`config.mk`:
```
export PLATFORM = sky130hd
export DESIGN_NAME = crc_framed_packet_receiver_unit
export DESIGN_NICKNAME = d
export VERILOG_FILES = /design/src/hw/rtl/cfpr_pkg.sv /design/src/hw/rtl/crc_framed_packet_receiver_unit.sv
export SDC_FILE = /design/constraint.sdc
export NUM_CORES = 1
export LEC_CHECK = 0
export BUFFER_PORTS_ARGS = -buffer_cell sky130_fd_sc_hd__buf_2
export CORE_UTILIZATION = 60
export DETAILED_ROUTE_END_ITERATION = 16
export PLACE_DENSITY = 0.89
export SYNTH_ARGS = -nofsm -noshare
export SYNTH_HDL_FRONTEND = slang
export SYNTH_SLANG_ARGS = --single-unit
```
`constraint.sdc`:
```
create_clock -name clock -period 6.5 [get_ports clock]
set_input_delay 1.3 -clock clock [delete_from_list [all_inputs] [get_ports clock]]
set_output_delay 1.3 -clock clock [all_outputs]
set_load 0.01 [all_outputs]
```
`src/hw/rtl/cfpr_pkg.sv`:
```
package cfpr_pkg;

   // payload buffer geometry
   localparam int BUF_DEPTH = 64;
   localparam int ADDR_W    = 6;
   localparam int CNT_W     = 7;

   // crc16, msb first, no reflection, no final xor
   localparam logic [15:0] CRC_INIT = 16'hFFFF;
   localparam logic [15:0] CRC_POLY = 16'h1021;
   localparam logic [15:0] CRC_MSB  = 16'h8000;

   // result codes
   typedef enum logic [1:0] {
      KIND_GOOD     = 2'd0,
      KIND_CRC_ERR  = 2'd1,
      KIND_TOO_BIG  = 2'd2
   } kind_type;

   // configuration register indexes
   typedef enum logic {
      CSR_MAGIC_FIRST  = 1'b0,
      CSR_MAGIC_SECOND = 1'b1
   } csr_index_type;

   // one byte through the crc, eight shift steps
   function automatic logic [15:0] crc16_feed(input logic [15:0] crc_i, input logic [7:0] b_i);
      logic [15:0] c;
      c = crc_i ^ {b_i, 8'h00};
      for (int k = 0; k < 8; k++) begin
         if ((c & CRC_MSB) != 16'h0000) begin
            c = {c[14:0], 1'b0} ^ CRC_POLY;
         end else begin
            c = {c[14:0], 1'b0};
         end
      end
      return c;
   endfunction

endpackage

```
`src/hw/rtl/crc_framed_packet_receiver_unit.sv`:
```
// a crc error or an empty good frame is on rsp_ in the cycle after the closing beat; a
//   too-big error is registered from the length high byte; one rx beat per cycle while a
//   frame comes in and the result slot is free; a good frame's payload is replayed from
//   the payload memory (read, then send once the slot is free), during which req_ready is low
// reset (synchronous, active high): parser hunts for the first magic byte, crc = 0xFFFF,
//   magic bytes 0xAA / 0x55; the payload memory is not cleared
module crc_framed_packet_receiver_unit
   import cfpr_pkg::*;
(
   input  logic                clock,
   input  logic                reset,

   // received byte stream
   input  logic                req_valid,
   output logic                req_ready,
   input  logic [7:0]          req_rx_byte,

   // frame results
   output logic                rsp_valid,
   input  logic                rsp_ready,
   output logic [1:0]          rsp_kind,
   output logic [7:0]          rsp_frame_type,
   output logic [15:0]         rsp_payload_len,
   output logic                rsp_has_data,
   output logic [7:0]          rsp_data_byte,
   output logic [ADDR_W-1:0]   rsp_byte_index,
   output logic                rsp_last,

   // configuration writes
   input  logic                csr_we,
   input  logic                csr_index,
   input  logic [7:0]          csr_wdata
);

   // parser phases, then the two replay steps
   typedef enum logic [3:0] {
      PH_MAGIC0,
      PH_MAGIC1,
      PH_TYPE,
      PH_LENLO,
      PH_LENHI,
      PH_DATA,
      PH_CRCLO,
      PH_CRCHI,
      ST_READ,
      ST_SEND
   } state_type;

   state_type          st_ff,        st_in;
   logic [7:0]         magic0_ff,    magic0_in;
   logic [7:0]         magic1_ff,    magic1_in;
   logic [7:0]         ftype_ff,     ftype_in;
   logic [15:0]        flen_ff,      flen_in;
   logic [CNT_W-1:0]   cnt_ff,       cnt_in;
   logic [15:0]        crc_ff,       crc_in;
   logic [7:0]         crc_lo_ff,    crc_lo_in;
   logic [ADDR_W-1:0]  idx_ff,       idx_in;

   // output register
   logic               rsp_valid_ff, rsp_valid_in;
   kind_type           kind_ff,      kind_in;
   logic [7:0]         mtype_ff,     mtype_in;
   logic [15:0]        plen_ff,      plen_in;
   logic               hasd_ff,      hasd_in;
   logic [7:0]         dbyte_ff,     dbyte_in;
   logic [ADDR_W-1:0]  bidx_ff,      bidx_in;
   logic               last_ff,      last_in;

   // payload memory, one write port (rx side) and one registered read port (replay side);
   // writes happen only while receiving and reads only while replaying, so they never meet
   logic [7:0]         pay_mem [BUF_DEPTH];
   logic [7:0]         rd_data_ff;
   logic               mem_we;
   logic               mem_rd;

   logic               slot_free;
   logic               rx_phase;
   logic               accept;
   logic [15:0]        len_new;
   logic [CNT_W-1:0]   cnt_plus;
   logic [15:0]        crc_rx;
   logic               replay_last;

   always_comb begin
      // output slot can take a new result this cycle
      slot_free   = !rsp_valid_ff || rsp_ready;
      rx_phase    = (st_ff inside {PH_MAGIC0, PH_MAGIC1, PH_TYPE, PH_LENLO,
                                   PH_LENHI, PH_DATA, PH_CRCLO, PH_CRCHI});
      req_ready   = rx_phase && slot_free;
      accept      = req_valid && req_ready;
      len_new     = {req_rx_byte, flen_ff[7:0]};
      cnt_plus    = cnt_ff + CNT_W'(1);
      crc_rx      = {req_rx_byte, crc_lo_ff};
      replay_last = ({1'b0, idx_ff} + CNT_W'(1)) == flen_ff[CNT_W-1:0];

      st_in        = st_ff;
      ftype_in     = ftype_ff;
      flen_in      = flen_ff;
      cnt_in       = cnt_ff;
      crc_in       = crc_ff;
      crc_lo_in    = crc_lo_ff;
      idx_in       = idx_ff;
      mem_we       = 1'b0;
      mem_rd       = 1'b0;

      // result beat leaves when taken
      rsp_valid_in = rsp_valid_ff && !rsp_ready;
      kind_in      = kind_ff;
      mtype_in     = mtype_ff;
      plen_in      = plen_ff;
      hasd_in      = hasd_ff;
      dbyte_in     = dbyte_ff;
      bidx_in      = bidx_ff;
      last_in      = last_ff;

      // configuration port
      magic0_in = magic0_ff;
      magic1_in = magic1_ff;
      if (csr_we) begin
         case (csr_index_type'(csr_index))
            CSR_MAGIC_FIRST:  magic0_in = csr_wdata;
            CSR_MAGIC_SECOND: magic1_in = csr_wdata;
            default:          magic0_in = magic0_ff;
         endcase
      end

      case (st_ff)
         PH_MAGIC0: begin
            if (accept && req_rx_byte == magic0_ff) begin
               st_in = PH_MAGIC1;
            end
         end
         PH_MAGIC1: begin
            // a wrong second byte is not retried as a first byte
            if (accept) begin
               if (req_rx_byte == magic1_ff) begin
                  st_in = PH_TYPE;
               end else begin
                  st_in  = PH_MAGIC0;
                  cnt_in = '0;
                  crc_in = CRC_INIT;
               end
            end
         end
         PH_TYPE: begin
            if (accept) begin
               ftype_in = req_rx_byte;
               crc_in   = crc16_feed(CRC_INIT, req_rx_byte);
               st_in    = PH_LENLO;
            end
         end
         PH_LENLO: begin
            if (accept) begin
               flen_in = {8'h00, req_rx_byte};
               crc_in  = crc16_feed(crc_ff, req_rx_byte);
               st_in   = PH_LENHI;
            end
         end
         PH_LENHI: begin
            if (accept) begin
               flen_in = len_new;
               crc_in  = crc16_feed(crc_ff, req_rx_byte);
               if (len_new == 16'h0000) begin
                  st_in = PH_CRCLO;
               end else if (len_new <= 16'(BUF_DEPTH)) begin
                  cnt_in = '0;
                  st_in  = PH_DATA;
               end else begin
                  // too large: one error beat, back to hunting
                  rsp_valid_in = 1'b1;
                  kind_in      = KIND_TOO_BIG;
                  mtype_in     = ftype_ff;
                  plen_in      = len_new;
                  hasd_in      = 1'b0;
                  dbyte_in     = 8'h00;
                  bidx_in      = '0;
                  last_in      = 1'b1;
                  st_in        = PH_MAGIC0;
                  cnt_in       = '0;
                  crc_in       = CRC_INIT;
               end
            end
         end
         PH_DATA: begin
            if (accept) begin
               mem_we = 1'b1;
               crc_in = crc16_feed(crc_ff, req_rx_byte);
               cnt_in = cnt_plus;
               if ({9'd0, cnt_plus} >= flen_ff) begin
                  st_in = PH_CRCLO;
               end
            end
         end
         PH_CRCLO: begin
            if (accept) begin
               crc_lo_in = req_rx_byte;
               st_in     = PH_CRCHI;
            end
         end
         PH_CRCHI: begin
            if (accept) begin
               cnt_in = '0;
               crc_in = CRC_INIT;
               if (crc_rx != crc_ff) begin
                  rsp_valid_in = 1'b1;
                  kind_in      = KIND_CRC_ERR;
                  mtype_in     = ftype_ff;
                  plen_in      = flen_ff;
                  hasd_in      = 1'b0;
                  dbyte_in     = 8'h00;
                  bidx_in      = '0;
                  last_in      = 1'b1;
                  st_in        = PH_MAGIC0;
               end else if (flen_ff == 16'h0000) begin
                  // empty good frame: single beat without data
                  rsp_valid_in = 1'b1;
                  kind_in      = KIND_GOOD;
                  mtype_in     = ftype_ff;
                  plen_in      = flen_ff;
                  hasd_in      = 1'b0;
                  dbyte_in     = 8'h00;
                  bidx_in      = '0;
                  last_in      = 1'b1;
                  st_in        = PH_MAGIC0;
               end else begin
                  idx_in = '0;
                  st_in  = ST_READ;
               end
            end
         end
         ST_READ: begin
            // memory data shows up in rd_data_ff next cycle
            mem_rd = 1'b1;
            st_in  = ST_SEND;
         end
         ST_SEND: begin
            // rd_data_ff holds until the beat is loaded, no new read meanwhile
            if (slot_free) begin
               rsp_valid_in = 1'b1;
               kind_in      = KIND_GOOD;
               mtype_in     = ftype_ff;
               plen_in      = flen_ff;
               hasd_in      = 1'b1;
               dbyte_in     = rd_data_ff;
               bidx_in      = idx_ff;
               last_in      = replay_last;
               if (replay_last) begin
                  st_in = PH_MAGIC0;
               end else begin
                  idx_in = idx_ff + ADDR_W'(1);
                  st_in  = ST_READ;
               end
            end
         end
         default: begin
            st_in = PH_MAGIC0;
         end
      endcase
   end

   // state and registered outputs
   always_ff @(posedge clock) begin
      if (reset) begin
         st_ff        <= PH_MAGIC0;
         magic0_ff    <= 8'hAA;
         magic1_ff    <= 8'h55;
         ftype_ff     <= 8'h00;
         flen_ff      <= 16'h0000;
         cnt_ff       <= '0;
         crc_ff       <= CRC_INIT;
         crc_lo_ff    <= 8'h00;
         idx_ff       <= '0;
         rsp_valid_ff <= 1'b0;
      end else begin
         st_ff        <= st_in;
         magic0_ff    <= magic0_in;
         magic1_ff    <= magic1_in;
         ftype_ff     <= ftype_in;
         flen_ff      <= flen_in;
         cnt_ff       <= cnt_in;
         crc_ff       <= crc_in;
         crc_lo_ff    <= crc_lo_in;
         idx_ff       <= idx_in;
         rsp_valid_ff <= rsp_valid_in;
      end
      // payload of the result beat
      kind_ff  <= kind_in;
      mtype_ff <= mtype_in;
      plen_ff  <= plen_in;
      hasd_ff  <= hasd_in;
      dbyte_ff <= dbyte_in;
      bidx_ff  <= bidx_in;
      last_ff  <= last_in;
   end

   // payload memory
   always_ff @(posedge clock) begin
      if (mem_we) begin
         pay_mem[cnt_ff[ADDR_W-1:0]] <= req_rx_byte;
      end
      if (mem_rd) begin
         rd_data_ff <= pay_mem[idx_ff];
      end
   end

   assign rsp_valid       = rsp_valid_ff;
   assign rsp_kind        = kind_ff;
   assign rsp_frame_type  = mtype_ff;
   assign rsp_payload_len = plen_ff;
   assign rsp_has_data    = hasd_ff;
   assign rsp_data_byte   = dbyte_ff;
   assign rsp_byte_index  = bidx_ff;
   assign rsp_last        = last_ff;

endmodule
```
Yosys cells after proc, flatten, opt, wreduce, memory -nomap -nowiden
Memories as Yosys holds them, arrays and structs flattened. A register that Yosys moved wholly into a read port is not among the register bits.
Index checks and enable logic that the tools add are counted.
{"block": "totals", "reg_bits": 124, "ram_bits": 512, "in_bits": 22, "output_inout_bits": 44, "wordCells": 311, "mem_count": 1}
{"memory": "pay_mem", "words": 64, "width": 8, "read_ports": 1, "rd_ports_with_merged_regs": 1, "wr": 1, "line": "crc_framed_packet_receiver_unit.sv:71", "rtl": "logic [7:0] pay_mem [BUF_DEPTH];"}
{"block": "op_classes", "n_addsub": 3, "magnitude_cmp": 2, "eq_ne": 30, "n_mux": 196, "bitwise": 34, "reduce_logical": 27}
{"operator": "$mux W16", "count": 72}
{"operator": "$mux W13", "count": 30}
{"operator": "$mux W8", "count": 14}
{"operator": "$pmux W16 S6", "count": 1}
{"operator": "$not A3 Y3", "count": 30}
{"operator": "$mux W6", "count": 12}
{"operator": "$mux W4", "count": 13}
{"operator": "$pmux W16 S3", "count": 1}
{"operator": "$pmux W8 S3", "count": 2}
{"operator": "$mux W7", "count": 6}
{"operator": "$pmux W4 S10", "count": 1}
{"operator": "$logic_not A16 Y1", "count": 2}
{"operator": "$pmux W16 S2", "count": 1}
{"operator": "$ne A2 B2 Y1 const B", "count": 14}
{"operator": "$pmux W7 S4", "count": 1}
{"operator": "$mux W1", "count": 26}
{"operator": "$pmux W6 S3", "count": 1}
{"operator": "$eq A4 B3 Y1 const B", "count": 4}
{"operator": "$eq A8 B8 Y1", "count": 2}
{"operator": "$ge A7 B16 Y1", "count": 1}
{"operator": "$le A16 B7 Y1 const B", "count": 1}
{"operator": "$mux W2", "count": 8}
{"operator": "$ne A16 B16 Y1", "count": 1}
{"operator": "$not A16 Y16", "count": 1}
{"operator": "other kinds (30)", "count": 47}

Logic depth before layout (Yosys ltp)
{"block": "depth", "depth_word": 36, "ltp_mapped": 11, "ltp_nobuf": 11}

Worst setup path before layout
Ideal clock, no wire load.
{"block": "synth_timing", "path_kind": "input port to flip-flop", "from": "input rsp_ready", "to": "register bidx_ff[0], in the netlist rsp_byte_index[0], enable pin", "setup_ps": 404, "arrival_ps": 3010, "t_required_ps": 6096, "slack_ps": 3086, "cell_stages": 6, "cell_sequence": "nand2b_1 > and2_1 > clkbuf_1 > nand4_1 > nand2_1 > and3_1"}
{"block": "synth_via", "elab_chain_cells": 5, "elab_cells_between_ends": 7, "classes_between": "eq/ne (3); reduce/logical (4)"}
{"element": "start, declared", "line": "crc_framed_packet_receiver_unit.sv:20", "rtl": "input logic rsp_ready,"}
{"element": "$logic_or A1 B1 Y1 (*)", "line": "crc_framed_packet_receiver_unit.sv:86", "rtl": "slot_free = !rsp_valid_ff || rsp_ready;"}
{"element": "$logic_and A1 B1 Y1", "line": "crc_framed_packet_receiver_unit.sv:89", "rtl": "req_ready = rx_phase && slot_free;"}
{"element": "$logic_and A1 B1 Y1", "line": "crc_framed_packet_receiver_unit.sv:90", "rtl": "accept = req_valid && req_ready;"}
{"element": "$ne A2 B2 Y1 (no line)"}
{"element": "$reduce_and A7 Y1 (no line) (*)"}
{"element": "end signal, assigned", "line": "crc_framed_packet_receiver_unit.sv:292", "rtl": "bidx_ff <= bidx_in;"}
{"element": "end, declared", "line": "crc_framed_packet_receiver_unit.sv:66", "rtl": "logic [ADDR_W-1:0] bidx_ff, bidx_in;"}
Mark *: on every way between the ends. The rest lies on a longest branch, timed or not.
A chain may end at the register's enable or synchronous reset.

Worst setup path in the final report
{"block": "layout_timing", "from": "register st_ff[0]", "to": "memory pay_mem[54][2], enable pin"}
{"block": "layout_via", "elab_chain_cells": 8, "elab_cells_between_ends": 15, "classes_between": "eq/ne (7); mux (4); reduce/logical (4)"}
{"element": "start, declared", "line": "crc_framed_packet_receiver_unit.sv:49", "rtl": "state_type st_ff, st_in;"}
{"element": "start signal, assigned", "line": "crc_framed_packet_receiver_unit.sv:275", "rtl": "st_ff <= st_in;"}
{"element": "$eq A4 B1 Y1 (tied with other cells)", "line": "crc_framed_packet_receiver_unit.sv:87", "rtl": "rx_phase = (st_ff inside {PH_MAGIC0, PH_MAGIC1, PH_TYPE, PH_LENLO,"}
{"element": "$reduce_bool A8 Y1", "line": "crc_framed_packet_receiver_unit.sv:87"}
{"element": "$logic_and A1 B1 Y1", "line": "crc_framed_packet_receiver_unit.sv:89"}
{"element": "$logic_and A1 B1 Y1", "line": "crc_framed_packet_receiver_unit.sv:90"}
{"element": "$mux W1", "line": "crc_framed_packet_receiver_unit.sv:185", "rtl": "if (accept) begin"}
{"element": "$mux W1 (*)", "line": "crc_framed_packet_receiver_unit.sv:127", "rtl": "case (st_ff)"}
{"element": "$mux W1 (*)", "line": "crc_framed_packet_receiver_unit.sv:298", "rtl": "if (mem_we) begin"}
{"element": "$mux W1 (not written as such) (*)", "line": "crc_framed_packet_receiver_unit.sv:299", "rtl": "pay_mem[cnt_ff[ADDR_W-1:0]] <= req_rx_byte;"}
{"element": "end, declared", "line": "crc_framed_packet_receiver_unit.sv:71"}
Marked as above.

==> results.txt <==
After synthesis, the share of flip-flops with an asynchronous set or reset is 0%. The final clock period utilization by the worst path is 66.45%. The worst setup path is launched from a flip-flop. Path type of the worst min-delay path: reg2reg. Largest area contributor in the netlist: edfxtp_1.

Number of antenna violations at the first check in global routing: 3. Setup repair after global routing left no endpoint under its margin. The clock tree synthesis step divided the H-tree into 2 levels. Each instance of the synthesized netlist takes up on average 17.29 um2. The capturing element of the worst setup path was pay_mem[54][2]. Yosys attributes the largest share of cell area to edfxtp_1 (64%), mux4_2 (13%), dfxtp_1 (6.2%).

The final count of hold timing violations was 0. The tools report the largest net degree at the start of global routing as 70. Summing every instance area after synthesis gives 0.02640 mm2. The number of design-rule violations left by the first detailed-router iteration was 2520. Data on the critical path arrives at its endpoint at 4.57 ns.

For flop-to-flop paths, the worst setup slack is 2.18 ns. Measured against the total synthesized area, the mux share comes to 14.78%. For this run the aggregate overflow at the end of global routing stands at 0. The worst register-to-register path ends at pay_mem[54][2]. The run gives 6.75 ns as the data required time of the critical path. The tools report the final wirelength as 72700 um.

After synthesis, flip-flops and latches occupy 70.13% of the total area. For the worst flop-to-flop path, the logic depth is 5. The synthesized netlist net count came out at 1558.

The worst-case IR drop observed on VDD is 0.2854 mV. The critical path is of the reg2reg type. The area fraction in compound gates after synthesis is 3.796%, and the count of instances resized after the clock tree is built is 0. The cell sitting at the root of the clock tree is a clkbuf_16. The post-synthesis cell count was 1527; the overall track demand over capacity in global routing was 33.43%. The number of buffers added by the clock tree synthesis step was 58; the highest achievable clock rate was 231.5 MHz.

The final reports fail on design-rule violations. Across all layers, the routed design uses 15950 vias. The first TritonRoute pass finished after 12 iterations. In the final timing run, aggregate negative setup slack is 0 ns. Clock-pin slew was measured on the worst setup and hold paths at 0.07 ns. Synthesized-area fraction occupied by adder cells: 0.4265%. The worst register-to-register path begins at st_ff[0]. The later pin in the worst-skew pair is clocked with a latency of 0.62 ns. The synthesized design contains 562 enable-type register cells.

The tools report the kind of capture point of the worst setup path as a flip-flop. Cells with a size suffix above 1 make up 22.63% of the layout. The logs give 2539 for the fill cell total of the finished layout and 0.01925 ns for the worst clock skew. Number of top-level pins: 66. After synthesis, the largest family of logic cells by area is multiplexers.

The prevailing post-synth register cell was edfxtp_1. After routing the design area is 0.02920 mm2. After detailed routing, the number of remaining DRC violations is 2. The count of buffers added on input and output ports is 65.

Once routing completed, OpenROAD measured the worst setup slack at 2.181 ns. The power density relative to cell area came out at 283.4 mW/mm2. The run gives 76 as the row count.

At the placement stage, the worst setup path has a slack of 2.226 ns. The parity-gate share of the synthesized area counting xor and xnor cells is 2.379%, and the horizontal die dimension is 211.8 um. Measured along the y axis, the die boundary spans 211.8 um. Setup violations remaining at the end of the flow were counted as 0.

Ranked by instance count, the synthesized netlist is headed by edfxtp_1 (562), mux4_2 (154), nor2_1 (116). The area occupied by multi-input gates is 0.007380 mm2, and the final antenna-violating net count is 0. The wire-length estimate of the detail-placed layout is 41520 um.

Average via count per standard cell: 7.181. In this run, synthesis produced a sequential element count of 644. The worst pin sits at a relative slew slack of 21.05%. The largest buffer count on any clock path was 3. The total area inside the core boundary comes to 0.04327 mm2.

Across the run, the number of max-cap violations was 0. The critical-path maximum fanout was 19; the layout net count was 1617. For the hold buffer count at CTS, the log shows 0. The flow ran to the end, but the final reports show violations. Compared with the post-synthesis result, the final layout area differs by 10.57%. Of the total synthesized cell area, the portion taken by AND, OR, NAND and NOR gates is 6.568%. The number of warning messages in the yosys log is 0, and the number of different library cells in the post-synthesis netlist is 78.

TritonCTS built the clock tree. Measured slew at the worst slew-check pin: 1.184 ns. Post-CTS timing repair inserted 0 buffers for setup. The top cell type's share of synthesized area was 63.92%. The tools report the die footprint as 0.04485 mm2. The dominant cell by count in the synthesized netlist was edfxtp_1.

Dividing the detail-routed wire length by the instance count gives 32.73 um. After detailed placement, the total cell area comes to 0.02720 mm2. The first global-routing pass estimated 106200 um of wire. For this configuration, the core starts out at a cell density of 61.03%.

For the finished layout, the period the worst path requires is 4.319 ns. Registers take 0.01853 mm2. The analysis attributes to cell leakage a power of 9.314 nW. The run gives 0 as the number of max-slew violations in the final report. Tracing the worst setup path back leads to its startpoint at st_ff[0]. For the number of sinks handled by clock tree synthesis, the log shows 644.

The run gives 0.9692 as the final weighted congestion in routability-driven placement. The number of global-route vias before repair is 15560.
-- critical path: stages (launching register included) --
cell	delay (ns)
dfxtp_1	0.75
nor2b_1	0.56
nand2_1	0.37
nor3_1	0.72
nand3_1	0.75
nor2_1	0.80
-- cell usage in the layout, fill, tap and decap left out, types with 8 or more instances in the layout --
cell and count:
clkbuf_1 8, nand3_1 43, mux4_2 154, nor2b_1 12
o21ai_0 11, buf_2 65, nor2_1 116, a21oi_1 46
bufinv_16 8, buf_4 17, xnor2_1 57, a31oi_1 9
o22a_1 8, clkinv_2 15, nand4_1 12, edfxtp_1 562
dfxtp_1 80, mux2i_1 32, ha_1 9, clkbuf_16 60
inv_1 17, nand2_1 103, xor2_1 12, o32a_1 8
clkinv_1 8, o21ai_1 9, and2_1 13, mux2_2 8
nor3_1 15
-- registers in the layout (all words and copies together) (netlist names) --
| name | count |
|---|---|
| st_ff | 4 |
| magic1_ff | 8 |
| rsp_payload_len | 16 |
| ftype_ff | 8 |
| magic0_ff | 8 |
| rsp_frame_type | 8 |
| rsp_last | 1 |
| idx_ff | 6 |
| crc_ff | 16 |
| rsp_valid | 1 |
| rsp_kind | 2 |
| rsp_byte_index | 6 |
| rsp_has_data | 1 |
| pay_mem | 512 |
| flen_ff | 16 |
| rsp_data_byte | 8 |
| crc_lo_ff | 8 |
| rd_data_ff | 8 |
| cnt_ff | 7 |
-- area by class of cell --
cell class | count | area share (%)
sequential | 644 | 63.45
clock inverter | 40 | 1.517
antenna | 1 | 0.008571
multi-input combinational | 778 | 25.28
tap | 585 | 2.507
inverter | 20 | 0.2571
timing repair buffer | 84 | 1.689
clock buffer | 69 | 5.293
-- cells by family (layout without fill, tap and decap cells) --
logic type                 Yosys count  after routing
adders and majority gates            9              9
and+or+nand+nor                    360            360
muxes                              196            196
AOI/OAI and AO/OA                  143            143
other                                0              1
xor gates and xnor gates            70             70
buffers and inverters              105            213
DFF                                644            644
-- report_power, final --
part	switching (mW)	internal, mW	total, mW	leakage (nW)
Combinational	0.125	0.0336	0.158	2.55
Sequential	0.00530	4.49	4.49	5.79
Clock	1.59	2.03	3.62	0.973
Total	1.72	6.55	8.27	9.31
-- per-layer routing --
metal / vias to the layer above / share of wire, % / GRT usage (%)
met2: 1651 / 47 / 52.76
met3: 309 / 13 / 7.061
met5: - / 0.032 / 0
li1: 6117 / - / -
met1: 7869 / 34 / 44.70
met4: 4 / 5.7 / 16.47
-- stage by stage --
stage | hold WS [ns] | util (%) | power, mW | instances
after CTS | 0.4326 | 67.47 | 8.274 | 2220
after floorplan | 0.4064 | - | 4.643 | 1527
after global routing | 0.4451 | 67.47 | 8.415 | 2220
after global placement | 0.4149 | 62.88 | 4.726 | 2111
after detailed placement | 0.4148 | 62.88 | 4.733 | 2111
final | 0.4359 | 67.48 | 8.273 | 2221
-- worst min-delay path by stage --
stage	from	end	slack [ns]	depth (start not counted)
2_1_floorplan	flen_ff[6]	rsp_payload_len[6]	0.41	0
3_3_place_gp	ftype_ff[7]	rsp_frame_type[7]	0.41	0
3_5_place_dp	ftype_ff[5]	rsp_frame_type[5]	0.41	0
4_1_cts	ftype_ff[1]	rsp_frame_type[1]	0.43	0
5_1_grt	ftype_ff[0]	rsp_frame_type[0]	0.45	0
6_report	ftype_ff[2]	rsp_frame_type[2]	0.44	0
Note: power is estimated with default switching activity, not from simulation.
